$ cat src/design/twl_pkg.sv
// ----------------------------------------------------------------------------
// twl_pkg: shared types and constants of the tiling window layout
// Register indexes, layout modes, divider widths and the divider interface.
// ----------------------------------------------------------------------------
`default_nettype none

package twl_pkg;

  // parameter defaults
  localparam int MaxWindowsDef  = 16;
  localparam int MinTileSizeDef = 16;

  // master fraction is given in thousandths
  localparam int FracDen = 1000;

  // divide by 1000 as a reciprocal multiply: ceil(2^29 / 1000),
  // exact for any product of a 12-bit width and a 10-bit fraction
  localparam int                  FracRcpW     = 20;
  localparam int                  FracRcpShift = 29;
  localparam logic [FracRcpW-1:0] FracRcp      = 20'd536871;

  // field widths
  localparam int CoordW   = 12;
  localparam int OutPosW  = 14;
  localparam int GapW     = 8;
  localparam int FracW    = 10;
  localparam int CountW   = 5;
  localparam int TileIdxW = 4;
  localparam int CfgIdxW  = 2;
  localparam int CfgDataW = 10;

  // shared divider: dividend holds a width or a height, divisor a window count
  localparam int DvdW = CoordW;
  localparam int DsrW = CountW;

  // configuration register indexes
  typedef enum logic [CfgIdxW-1:0] {
    CfgLayoutMode     = 2'd0,
    CfgInsetGap       = 2'd1,
    CfgMasterFraction = 2'd2
  } cfg_idx_e;

  // layout modes
  typedef enum logic [1:0] {
    ModeMaster  = 2'd0,
    ModeTall    = 2'd1,
    ModeWide    = 2'd2,
    ModeMonocle = 2'd3
  } layout_mode_e;

  // divider request and response
  typedef struct packed {
    logic            go;
    logic [DvdW-1:0] dividend;
    logic [DsrW-1:0] divisor;
  } div_req_t;

  typedef struct packed {
    logic            done;
    logic [DvdW-1:0] quotient;
    logic [DsrW-1:0] remainder;
  } div_rsp_t;

endpackage

`default_nettype wire

$ cat src/design/twl_div.sv
// ----------------------------------------------------------------------------
// twl_div: shared restoring divider
// One quotient bit per cycle; done pulses as the last bit is registered.
// ----------------------------------------------------------------------------
`default_nettype none

module twl_div (
  input  wire logic              clk_i,
  input  wire logic              rst_ni,
  input  wire twl_pkg::div_req_t req_i,
  output twl_pkg::div_rsp_t      rsp_o
);

  localparam int DvdW = twl_pkg::DvdW;
  localparam int DsrW = twl_pkg::DsrW;
  localparam int CntW = $clog2(DvdW + 1);

  logic [DvdW-1:0] dvd_q, dvd_d;
  logic [DsrW-1:0] rem_q, rem_d;
  logic [DsrW-1:0] dsr_q;
  logic [CntW-1:0] cnt_q;
  logic            run_q;
  logic            done_q;

  logic [DsrW:0]   trial;
  logic            ge;

  // one restoring step
  always_comb begin
    trial = {rem_q, dvd_q[DvdW-1]};
    ge    = trial >= {1'b0, dsr_q};
    rem_d = ge ? DsrW'(trial - {1'b0, dsr_q}) : DsrW'(trial);
    dvd_d = {dvd_q[DvdW-2:0], ge};
  end

  // control
  always_ff @(posedge clk_i or negedge rst_ni) begin
    if (!rst_ni) begin
      run_q  <= 1'b0;
      done_q <= 1'b0;
      cnt_q  <= '0;
    end else begin
      done_q <= 1'b0;
      if (req_i.go) begin
        run_q <= 1'b1;
        cnt_q <= CntW'(DvdW);
      end else if (run_q) begin
        cnt_q <= cnt_q - 1'b1;
        if (cnt_q == CntW'(1)) begin
          run_q  <= 1'b0;
          done_q <= 1'b1;
        end
      end
    end
  end

  // datapath
  always_ff @(posedge clk_i) begin
    if (req_i.go) begin
      dvd_q <= req_i.dividend;
      dsr_q <= req_i.divisor;
      rem_q <= '0;
    end else if (run_q) begin
      dvd_q <= dvd_d;
      rem_q <= rem_d;
    end
  end

  assign rsp_o.done      = done_q;
  assign rsp_o.quotient  = dvd_q;
  assign rsp_o.remainder = rem_q;

endmodule

`default_nettype wire

$ cat src/design/tiling_window_layout.sv
// ----------------------------------------------------------------------------
// tiling_window_layout: splits a screen area into one tile per window
// Master-stack, tall, wide and monocle layouts with inset gap and size clamp.
// ----------------------------------------------------------------------------
//  channel   | signals                                   | direction
//  ----------+-------------------------------------------+----------
//  command   | start_i, busy_o, area_*_i, window_count_i | in
//  tiles     | tile_valid_o, tile_*_o                    | out
//  config    | cfg_we_i, cfg_idx_i, cfg_wdata_i          | in
//
//  A command transfer is taken when start_i is high and busy_o is low.
//  Master-stack keeps busy_o high through the width times fraction product, a
//  reciprocal multiply for the divide by 1000, the stack height through the
//  shared 12-bit bit-serial divider (start, quotient bits, done) and the tiles.
//  Tall and wide run one divide first; monocle or one window only the tiles.
//  One tile leaves per cycle with a one-cycle tile_valid_o strobe; the
//  receiver cannot stall. Reset clears the sequencer and loads the registers.
// ----------------------------------------------------------------------------
`default_nettype none

module tiling_window_layout #(
  parameter int MAX_WINDOWS   = twl_pkg::MaxWindowsDef,
  parameter int MIN_TILE_SIZE = twl_pkg::MinTileSizeDef
) (
  input  wire logic                           clk_i,
  input  wire logic                           rst_ni,
  input  wire logic                           start_i,
  output      logic                           busy_o,
  input  wire logic [twl_pkg::CoordW-1:0]     area_left_i,
  input  wire logic [twl_pkg::CoordW-1:0]     area_top_i,
  input  wire logic [twl_pkg::CoordW-1:0]     area_width_i,
  input  wire logic [twl_pkg::CoordW-1:0]     area_height_i,
  input  wire logic [twl_pkg::CountW-1:0]     window_count_i,
  input  wire logic                           cfg_we_i,
  input  wire logic [twl_pkg::CfgIdxW-1:0]    cfg_idx_i,
  input  wire logic [twl_pkg::CfgDataW-1:0]   cfg_wdata_i,
  output      logic                           tile_valid_o,
  output      logic [twl_pkg::OutPosW-1:0]    tile_left_o,
  output      logic [twl_pkg::OutPosW-1:0]    tile_top_o,
  output      logic [twl_pkg::CoordW-1:0]     tile_width_o,
  output      logic [twl_pkg::CoordW-1:0]     tile_height_o,
  output      logic [twl_pkg::TileIdxW-1:0]   tile_index_o,
  output      logic                           tile_last_o
);

  localparam int CW    = twl_pkg::CoordW;
  localparam int PW    = twl_pkg::OutPosW;
  localparam int GW    = twl_pkg::GapW;
  localparam int FW    = twl_pkg::FracW;
  localparam int DvdW  = twl_pkg::DvdW;
  localparam int DsrW  = twl_pkg::DsrW;
  localparam int PrdW  = CW + FW;
  localparam int RcpPW = PrdW + twl_pkg::FracRcpW;
  localparam int CntW  = $clog2(MAX_WINDOWS + 1);

  typedef enum logic [2:0] {
    StIdle,
    StMul,
    StMwScale,
    StEachGo,
    StEachWait,
    StEmit
  } state_e;

  typedef enum logic [1:0] {
    KindFull,
    KindMaster,
    KindTall,
    KindWide
  } kind_e;

  // configuration registers
  logic [1:0]    mode_q;
  logic [GW-1:0] gap_q;
  logic [FW-1:0] frac_q;

  always_ff @(posedge clk_i or negedge rst_ni) begin
    if (!rst_ni) begin
      mode_q <= twl_pkg::ModeMaster;
      gap_q  <= '0;
      frac_q <= FW'(550);
    end else if (cfg_we_i) begin
      case (twl_pkg::cfg_idx_e'(cfg_idx_i))
        twl_pkg::CfgLayoutMode:     mode_q <= cfg_wdata_i[1:0];
        twl_pkg::CfgInsetGap:       gap_q  <= cfg_wdata_i[GW-1:0];
        twl_pkg::CfgMasterFraction: frac_q <= cfg_wdata_i[FW-1:0];
        default: ;
      endcase
    end
  end

  // command registers and sequencer state
  state_e          state_q;
  kind_e           kind_q;
  logic [CW-1:0]   ax_q, ay_q, aw_q, ah_q;
  logic [CntW-1:0] n_q, idx_q;
  logic [PrdW-1:0] prod_q;
  logic [CW-1:0]   mw_q, each_q;
  logic [DsrW-1:0] rem_q;
  logic [PW-1:0]   x_q, y_q;

  // saturated count and fraction
  logic [CntW-1:0] n_sat;
  logic [FW-1:0]   frac_sat;

  always_comb begin
    if (32'(window_count_i) > MAX_WINDOWS) n_sat = CntW'(MAX_WINDOWS);
    else                                   n_sat = CntW'(window_count_i);
    frac_sat = (frac_q > FW'(twl_pkg::FracDen)) ? FW'(twl_pkg::FracDen) : frac_q;
  end

  // master width: product over 1000 by reciprocal multiply
  logic [RcpPW-1:0] mw_prod;

  always_comb begin
    mw_prod = RcpPW'(prod_q) * RcpPW'(twl_pkg::FracRcp);
  end

  // shared divider
  twl_pkg::div_req_t div_req;
  twl_pkg::div_rsp_t div_rsp;

  always_comb begin
    div_req.go       = (state_q == StEachGo);
    div_req.dividend = (kind_q == KindTall) ? DvdW'(aw_q) : DvdW'(ah_q);
    div_req.divisor  = (kind_q == KindMaster) ? DsrW'(n_q - 1'b1) : DsrW'(n_q);
  end

  twl_div u_div (
    .clk_i  (clk_i),
    .rst_ni (rst_ni),
    .req_i  (div_req),
    .rsp_o  (div_rsp)
  );

  // tile of the current index before the inset
  logic          is_last;
  logic [CW-1:0] seg, w_raw, h_raw;

  always_comb begin
    is_last = (idx_q == n_q - 1'b1);
    seg     = is_last ? CW'(each_q + CW'(rem_q)) : each_q;
    w_raw   = aw_q;
    h_raw   = ah_q;
    case (kind_q)
      KindMaster: begin
        if (idx_q == '0) begin
          w_raw = mw_q;
        end else begin
          w_raw = CW'(aw_q - mw_q);
          h_raw = seg;
        end
      end
      KindTall: w_raw = seg;
      KindWide: h_raw = seg;
      default: ;
    endcase
  end

  // inset and clamp
  logic signed [PW-1:0] w_ins, h_ins;
  logic [CW-1:0]        w_out, h_out;
  logic [PW-1:0]        x_out, y_out;

  always_comb begin
    w_ins = $signed(PW'(w_raw)) - $signed(PW'(gap_q));
    h_ins = $signed(PW'(h_raw)) - $signed(PW'(gap_q));
    w_out = (w_ins < $signed(PW'(MIN_TILE_SIZE))) ? CW'(MIN_TILE_SIZE) : CW'(w_ins);
    h_out = (h_ins < $signed(PW'(MIN_TILE_SIZE))) ? CW'(MIN_TILE_SIZE) : CW'(h_ins);
    x_out = PW'(x_q + PW'(gap_q >> 1));
    y_out = PW'(y_q + PW'(gap_q >> 1));
  end

  // sequencer and tile output registers
  always_ff @(posedge clk_i or negedge rst_ni) begin
    if (!rst_ni) begin
      state_q      <= StIdle;
      kind_q       <= KindFull;
      tile_valid_o <= 1'b0;
    end else begin
      tile_valid_o <= 1'b0;
      case (state_q)
        StIdle: begin
          if (start_i) begin
            if (n_sat == '0) begin
              state_q <= StIdle;
            end else if (n_sat == CntW'(1) || mode_q == twl_pkg::ModeMonocle) begin
              kind_q  <= KindFull;
              state_q <= StEmit;
            end else if (mode_q == twl_pkg::ModeMaster) begin
              kind_q  <= KindMaster;
              state_q <= StMul;
            end else if (mode_q == twl_pkg::ModeTall) begin
              kind_q  <= KindTall;
              state_q <= StEachGo;
            end else begin
              kind_q  <= KindWide;
              state_q <= StEachGo;
            end
          end
        end
        StMul:      state_q <= StMwScale;
        StMwScale:  state_q <= StEachGo;
        StEachGo:   state_q <= StEachWait;
        StEachWait: if (div_rsp.done) state_q <= StEmit;
        StEmit: begin
          tile_valid_o <= 1'b1;
          if (is_last) state_q <= StIdle;
        end
        default: state_q <= StIdle;
      endcase
    end
  end

  // datapath registers
  always_ff @(posedge clk_i) begin
    case (state_q)
      StIdle: begin
        ax_q  <= area_left_i;
        ay_q  <= area_top_i;
        aw_q  <= area_width_i;
        ah_q  <= area_height_i;
        n_q   <= n_sat;
        idx_q <= '0;
        x_q   <= PW'(area_left_i);
        y_q   <= PW'(area_top_i);
      end
      StMul:     prod_q <= PrdW'(aw_q) * PrdW'(frac_sat);
      StMwScale: mw_q   <= CW'(mw_prod >> twl_pkg::FracRcpShift);
      StEachWait: begin
        if (div_rsp.done) begin
          each_q <= CW'(div_rsp.quotient);
          rem_q  <= div_rsp.remainder;
        end
      end
      StEmit: begin
        tile_left_o   <= x_out;
        tile_top_o    <= y_out;
        tile_width_o  <= w_out;
        tile_height_o <= h_out;
        tile_index_o  <= twl_pkg::TileIdxW'(idx_q);
        tile_last_o   <= is_last;
        idx_q         <= idx_q + 1'b1;
        // advance the origin for the next tile
        case (kind_q)
          KindMaster: begin
            if (idx_q == '0) x_q <= PW'(x_q + PW'(mw_q));
            else             y_q <= PW'(y_q + PW'(each_q));
          end
          KindTall: x_q <= PW'(x_q + PW'(each_q));
          KindWide: y_q <= PW'(y_q + PW'(each_q));
          default: ;
        endcase
      end
      default: ;
    endcase
  end

  assign busy_o = (state_q != StIdle);

endmodule

`default_nettype wire

$ cat config.mk
export PLATFORM = sky130hd
export DESIGN_NAME = tiling_window_layout
export DESIGN_NICKNAME = d
export VERILOG_FILES = /design/src/design/twl_pkg.sv /design/src/design/twl_div.sv /design/src/design/tiling_window_layout.sv
export SDC_FILE = /design/constraint.sdc
export NUM_CORES = 1
export LEC_CHECK = 0
export BUFFER_PORTS_ARGS = -buffer_cell sky130_fd_sc_hd__buf_2
export CAP_MARGIN = 40
export CELL_PAD_IN_SITES_DETAIL_PLACEMENT = 1
export CELL_PAD_IN_SITES_GLOBAL_PLACEMENT = 1
export CORE_ASPECT_RATIO = 1.1
export CORE_MARGIN = 4
export CORE_UTILIZATION = 45
export DETAILED_ROUTE_END_ITERATION = 8
export GPL_ROUTABILITY_DRIVEN = 0
export PLACE_DENSITY_LB_ADDON = 0.1
export RECOVER_POWER = 25
export SETUP_SLACK_MARGIN = 0.3
export SYNTH_ARGS = -nofsm -noshare
export SYNTH_HDL_FRONTEND = slang
export SYNTH_SLANG_ARGS = --single-unit
$ cat constraint.sdc
create_clock -name clk_i -period 7.35 [get_ports clk_i]
set_clock_uncertainty 0.1 [all_clocks]
set_input_delay 0.3675 -clock clk_i [delete_from_list [all_inputs] [get_ports clk_i]]
set_output_delay 0.3675 -clock clk_i [all_outputs]
set_load 0.01 [all_outputs]
==> impl_metrics.sql <==
INSERT INTO impl_metrics (metric_group, metric, value, unit) VALUES
('detailed_routing', 'drt_iter0_drc', '860', ''),
('floorplanning', 'die_area', '52700', 'um2'),
('outcome', 'violations_in_the_final_reports', 'capacitance limit, slew limit', ''),
('clock_network', 'htree_num_levels', '1', ''),
('final_layout', 'final_nets', '2922', ''),
('sta', 'fmax', '0.150', 'GHz'),
('sta', 'setup-tns-final', '0', 'ns'),
('floorplanning', 'floorplan.initialDensity', '45.9', '%'),
('clock_network', 'clockRootBuffer', 'sky130_fd_sc_hd__clkbuf_16', ''),
('grt', 'globalRoute.totalOverflow', '0', ''),
('logic_synthesis', 'yosysTopAreaCellShare', '25.4', '%'),
('final_layout', 'area_delta_synth_final', '13.3', '%'),
('min_path', 'classification_of_the_worst_slack_hold_path', 'in -> reg', ''),
('clock_network', 'cts_made_buffers', '27', ''),
('final_layout', 'antenna_cells_inserted', '0', ''),
('floorplanning', 'die_outline_height', '240', 'um'),
('final_layout', 'layout_fillers', '5424', ''),
('logic_synthesis', 'yosysTopAreaCell', 'sky130_fd_sc_hd__edfxtp_1', ''),
('sta', 'post-route-min-period', '6.66', 'ns'),
('detailed_routing', 'num_vias', '16300', ''),
('worst_setup_path', 'required', '7.56', 'ns'),
('floorplanning', 'die_w', '219', 'um'),
('logic_synthesis', 'synthesis.instances', '2170', ''),
('worst_setup_path', 'startpoint_type', 'flip-flop', ''),
('logic_synthesis', 'yosysSeqAreaShare', '29.5', '%'),
('sta', 'setup_repair_after_global_routing_missed_its_margin', 'false', ''),
('final_layout', 'area_occupied_by_multi_input_gates', '13900', 'um2'),
('grt', 'grt_start_max_net_pins', '60', ''),
('floorplanning', 'std_cell_rows', '84', ''),
('final_layout', 'post-route-util', '52.0', '%'),
('detailed_routing', 'detail_route.vias_per_cell', '5.40', ''),
('logic_synthesis', 'synth.cell_area', '22100', 'um2'),
('clock_network', 'tritoncts_clock_tree', 'done', ''),
('detailed_routing', 'detail_route.wl_per_cell', '20.9', 'um'),
('detailed_routing', 'dr.pass1.iters', '4', ''),
('grt', 'grt_pass1_vias', '18000', ''),
('logic_synthesis', 'netlist_top_cells_area', 'sky130_fd_sc_hd__edfxtp_1 25%, sky130_fd_sc_hd__ha_1 18%, sky130_fd_sc_hd__fa_1 17%, sky130_fd_sc_hd__inv_1 6.3%, sky130_fd_sc_hd__dfrtp_1 3.2%', ''),
('detailed_routing', 'drt_wl_total', '63000', 'um'),
('sta', 'drv_slew', '33', ''),
('logic_synthesis', 'synth_enable_flop_cells', '187', ''),
('worst_setup_path', 'cp-end-kind', 'flip-flop', ''),
('logic_synthesis', 'ys_seq_elements', '224', ''),
('grt', 'first_pass_grt_wire_length', '99600', 'um'),
('logic_synthesis', 'yosys.cell_count.top_type', 'sky130_fd_sc_hd__inv_1', ''),
('sta', 'whs', '0.0393', 'ns'),
('logic_synthesis', 'post_synthesis_net_count', '2742', ''),
('logic_synthesis', 'post_synth.cell_area_avg', '10.2', 'um2'),
('floorplanning', 'boundaryPins', '128', ''),
('clock_network', 'path_clk_slew', '0.06', 'ns'),
('worst_setup_path', 'crit_path_max_fanout', '16', ''),
('sta', 'setup_violations_final', '0', ''),
('grt', 'grt_util_all_layers', '24.3', '%'),
('placement', 'placement.io_buffers', '127', ''),
('final_layout', 'post_route_cells_drive_above_1_share', '8.99', '%'),
('clock_network', 'cts_sinks', '224', ''),
('sta', 'max_slew.worst_pin.slew', '1.78', 'ns'),
('logic_synthesis', 'synthesis.yosys.warnings', '0', ''),
('placement', 'dp_cells', '2904', ''),
('detailed_routing', 'antenna_left', '0', ''),
('detailed_routing', 'post-route-drc-count', '0', ''),
('floorplanning', 'coreArea', '48100', 'um2'),
('sta', 'hold_violations', '0', ''),
('run', 'drv_cap', '1', ''),
('logic_synthesis', 'ys_types', '80', ''),
('placement', 'detailedPlacementHpwl', '50100', 'um'),
('clock_network', 'clock_path_buffers', '3', ''),
('outcome', 'status', 'finished with violations', ''),
('logic_synthesis', 'ys_dominant_reg_cell', 'sky130_fd_sc_hd__edfxtp_1', ''),
('worst_setup_path', 'worst-endpoint-arrival', '6.87', 'ns'),
('clock_network', 'post_cts_buffers', '0', ''),
('final_layout', 'final-seq-area', '6520', 'um2'),
('sta', 'slew_headroom', '-18.6', '%'),
('final_layout', 'non_filler_instance_count_after_layout', '3015', ''),
('logic_synthesis', 'async_flop_share', '14.3', '%'),
('sta', 'final.period_utilization', '90.6', '%'),
('grt', 'grt_antenna_before_repair', '0', ''),
('worst_setup_path', 'critPathKind', 'reg -> reg', ''),
('logic_synthesis', 'most_frequent_cells_after_synthesis', '371 x sky130_fd_sc_hd__inv_1, 319 x sky130_fd_sc_hd__ha_1, 187 x sky130_fd_sc_hd__edfxtp_1', ''),
('clock_network', 'clock_latency_on_the_worst_skew_pair', '0.59', 'ns');
critical path, cell delays in order, from the launching register on:
cell	delay, ns
sky130_fd_sc_hd__dfstp_1	0.74
sky130_fd_sc_hd__and3_1	0.26
sky130_fd_sc_hd__o2111ai_1	0.11
sky130_fd_sc_hd__buf_4	0.21
sky130_fd_sc_hd__nand2b_2	0.21
sky130_fd_sc_hd__nand2_1	0.12
sky130_fd_sc_hd__fa_1	0.56
sky130_fd_sc_hd__inv_1	0.05
sky130_fd_sc_hd__fa_1	0.50
sky130_fd_sc_hd__inv_1	0.05
sky130_fd_sc_hd__fa_1	0.47
sky130_fd_sc_hd__inv_1	0.05
sky130_fd_sc_hd__fa_1	0.52
sky130_fd_sc_hd__inv_1	0.06
sky130_fd_sc_hd__fa_1	0.52
sky130_fd_sc_hd__inv_1	0.04
sky130_fd_sc_hd__ha_1	0.32
sky130_fd_sc_hd__o21a_1	0.15
sky130_fd_sc_hd__nor2_1	0.04
sky130_fd_sc_hd__a211oi_1	0.37
sky130_fd_sc_hd__a41oi_1	0.26
sky130_fd_sc_hd__a211oi_1	0.36
sky130_fd_sc_hd__nor2_1	0.10
sky130_fd_sc_hd__a21oi_1	0.16
sky130_fd_sc_hd__xor2_1	0.08
final timing paths:
| check | startpoint | cells past startpoint | slack (ns) | end |
|---|---|---|---|---|
| max | frac_q[9] | 24 | 0.69 | prod_q[20] |
| min | area_left_i[3] | 3 | 0.04 | x_q[3] |
| max reg2reg | frac_q[9] | 24 | 0.69 | prod_q[20] |
| min reg2reg | u_div.dvd_q[2] | 0 | 0.35 | each_q[2] |
| max in group asynchronous | rst_ni | 2 | 5.39 | frac_q[8] |
| min in group asynchronous | rst_ni | 2 | 0.70 | tile_valid_o |
routing by layer:
| layer | GRT usage [%] | vias to the layer above | share of wire [%] |
|---|---|---|---|
| li1 | - | 7716 | - |
| met1 | 33.1 | 8159 | 45 |
| met2 | 41.2 | 318 | 48 |
| met3 | 3.97 | 76 | 5.0 |
| met4 | 4.81 | 0 | 1.9 |
| met5 | 0 | - | 0 |
sequential cells by signal, indices dropped and copies added, names as in the netlist, 14 cells and up:
signal       cells
x_q             14
prod_q          22
y_q             14
tile_left_o     14
tile_top_o      14
per-stage QoR:
step	area (um2)	setup WS, ns
after floorplan	22100	1.15
after global placement	23400	0.722
after detailed placement	23400	0.594
after CTS	25100	0.581
after global routing	25000	0.268
final	25000	0.688
final cells by class:
cell class / instances / area share, %
Multi-Input combinational cell: 1517 / 55.7
Sequential cell: 224 / 26.1
Inverter: 372 / 5.58
Timing Repair Buffer: 208 / 5.40
Clock buffer: 38 / 3.41
Tap cell: 645 / 3.22
Clock inverter: 11 / 0.600
cell usage in the layout, fill, tap and decap left out, drive strengths merged, types with 10 or more instances in the layout:
| cell type | count |
|---|---|
| buf | 114 |
| fa | 184 |
| and3 | 20 |
| mux2 | 27 |
| nor2b | 20 |
| xor2 | 47 |
| nor2 | 78 |
| or3 | 12 |
| nand2b | 16 |
| mux2i | 18 |
| a21boi | 12 |
| a21o | 27 |
| a21oi | 86 |
| xnor2 | 61 |
| o21ai | 112 |
| dfrtp | 28 |
| inv | 375 |
| a211oi | 28 |
| o21a | 15 |
| edfxtp | 187 |
| nor3 | 35 |
| dlygate4sd3 | 62 |
| and2 | 70 |
| nor4 | 10 |
| nor3b | 10 |
| clkbuf | 70 |
| nand2 | 182 |
| ha | 319 |
| nand3 | 22 |
timing repair:
| action | in CTS | in global routing |
|---|---|---|
| endpoints found under the setup margin | 0 | 3 |
| hold buffers | 62 | 0 |
| hold endpoints to repair | 100 | 0 |
| resized for setup | 0 | 2 |
kinds of logic after synthesis:
logic type / after synthesis / share of synthesized area (%)
compound gates: 358 / 10.4
xor+xnor: 108 / 4.28
fa+ha+maj: 503 / 34.8
buf+inv: 429 / 7.43
flops: 224 / 29.5
mux: 45 / 2.19
simple gates: 503 / 11.3
Power is left out: the tool's default activity adds up to more than one toggle a clock period on the data nets, which glitch-free logic cannot reach.
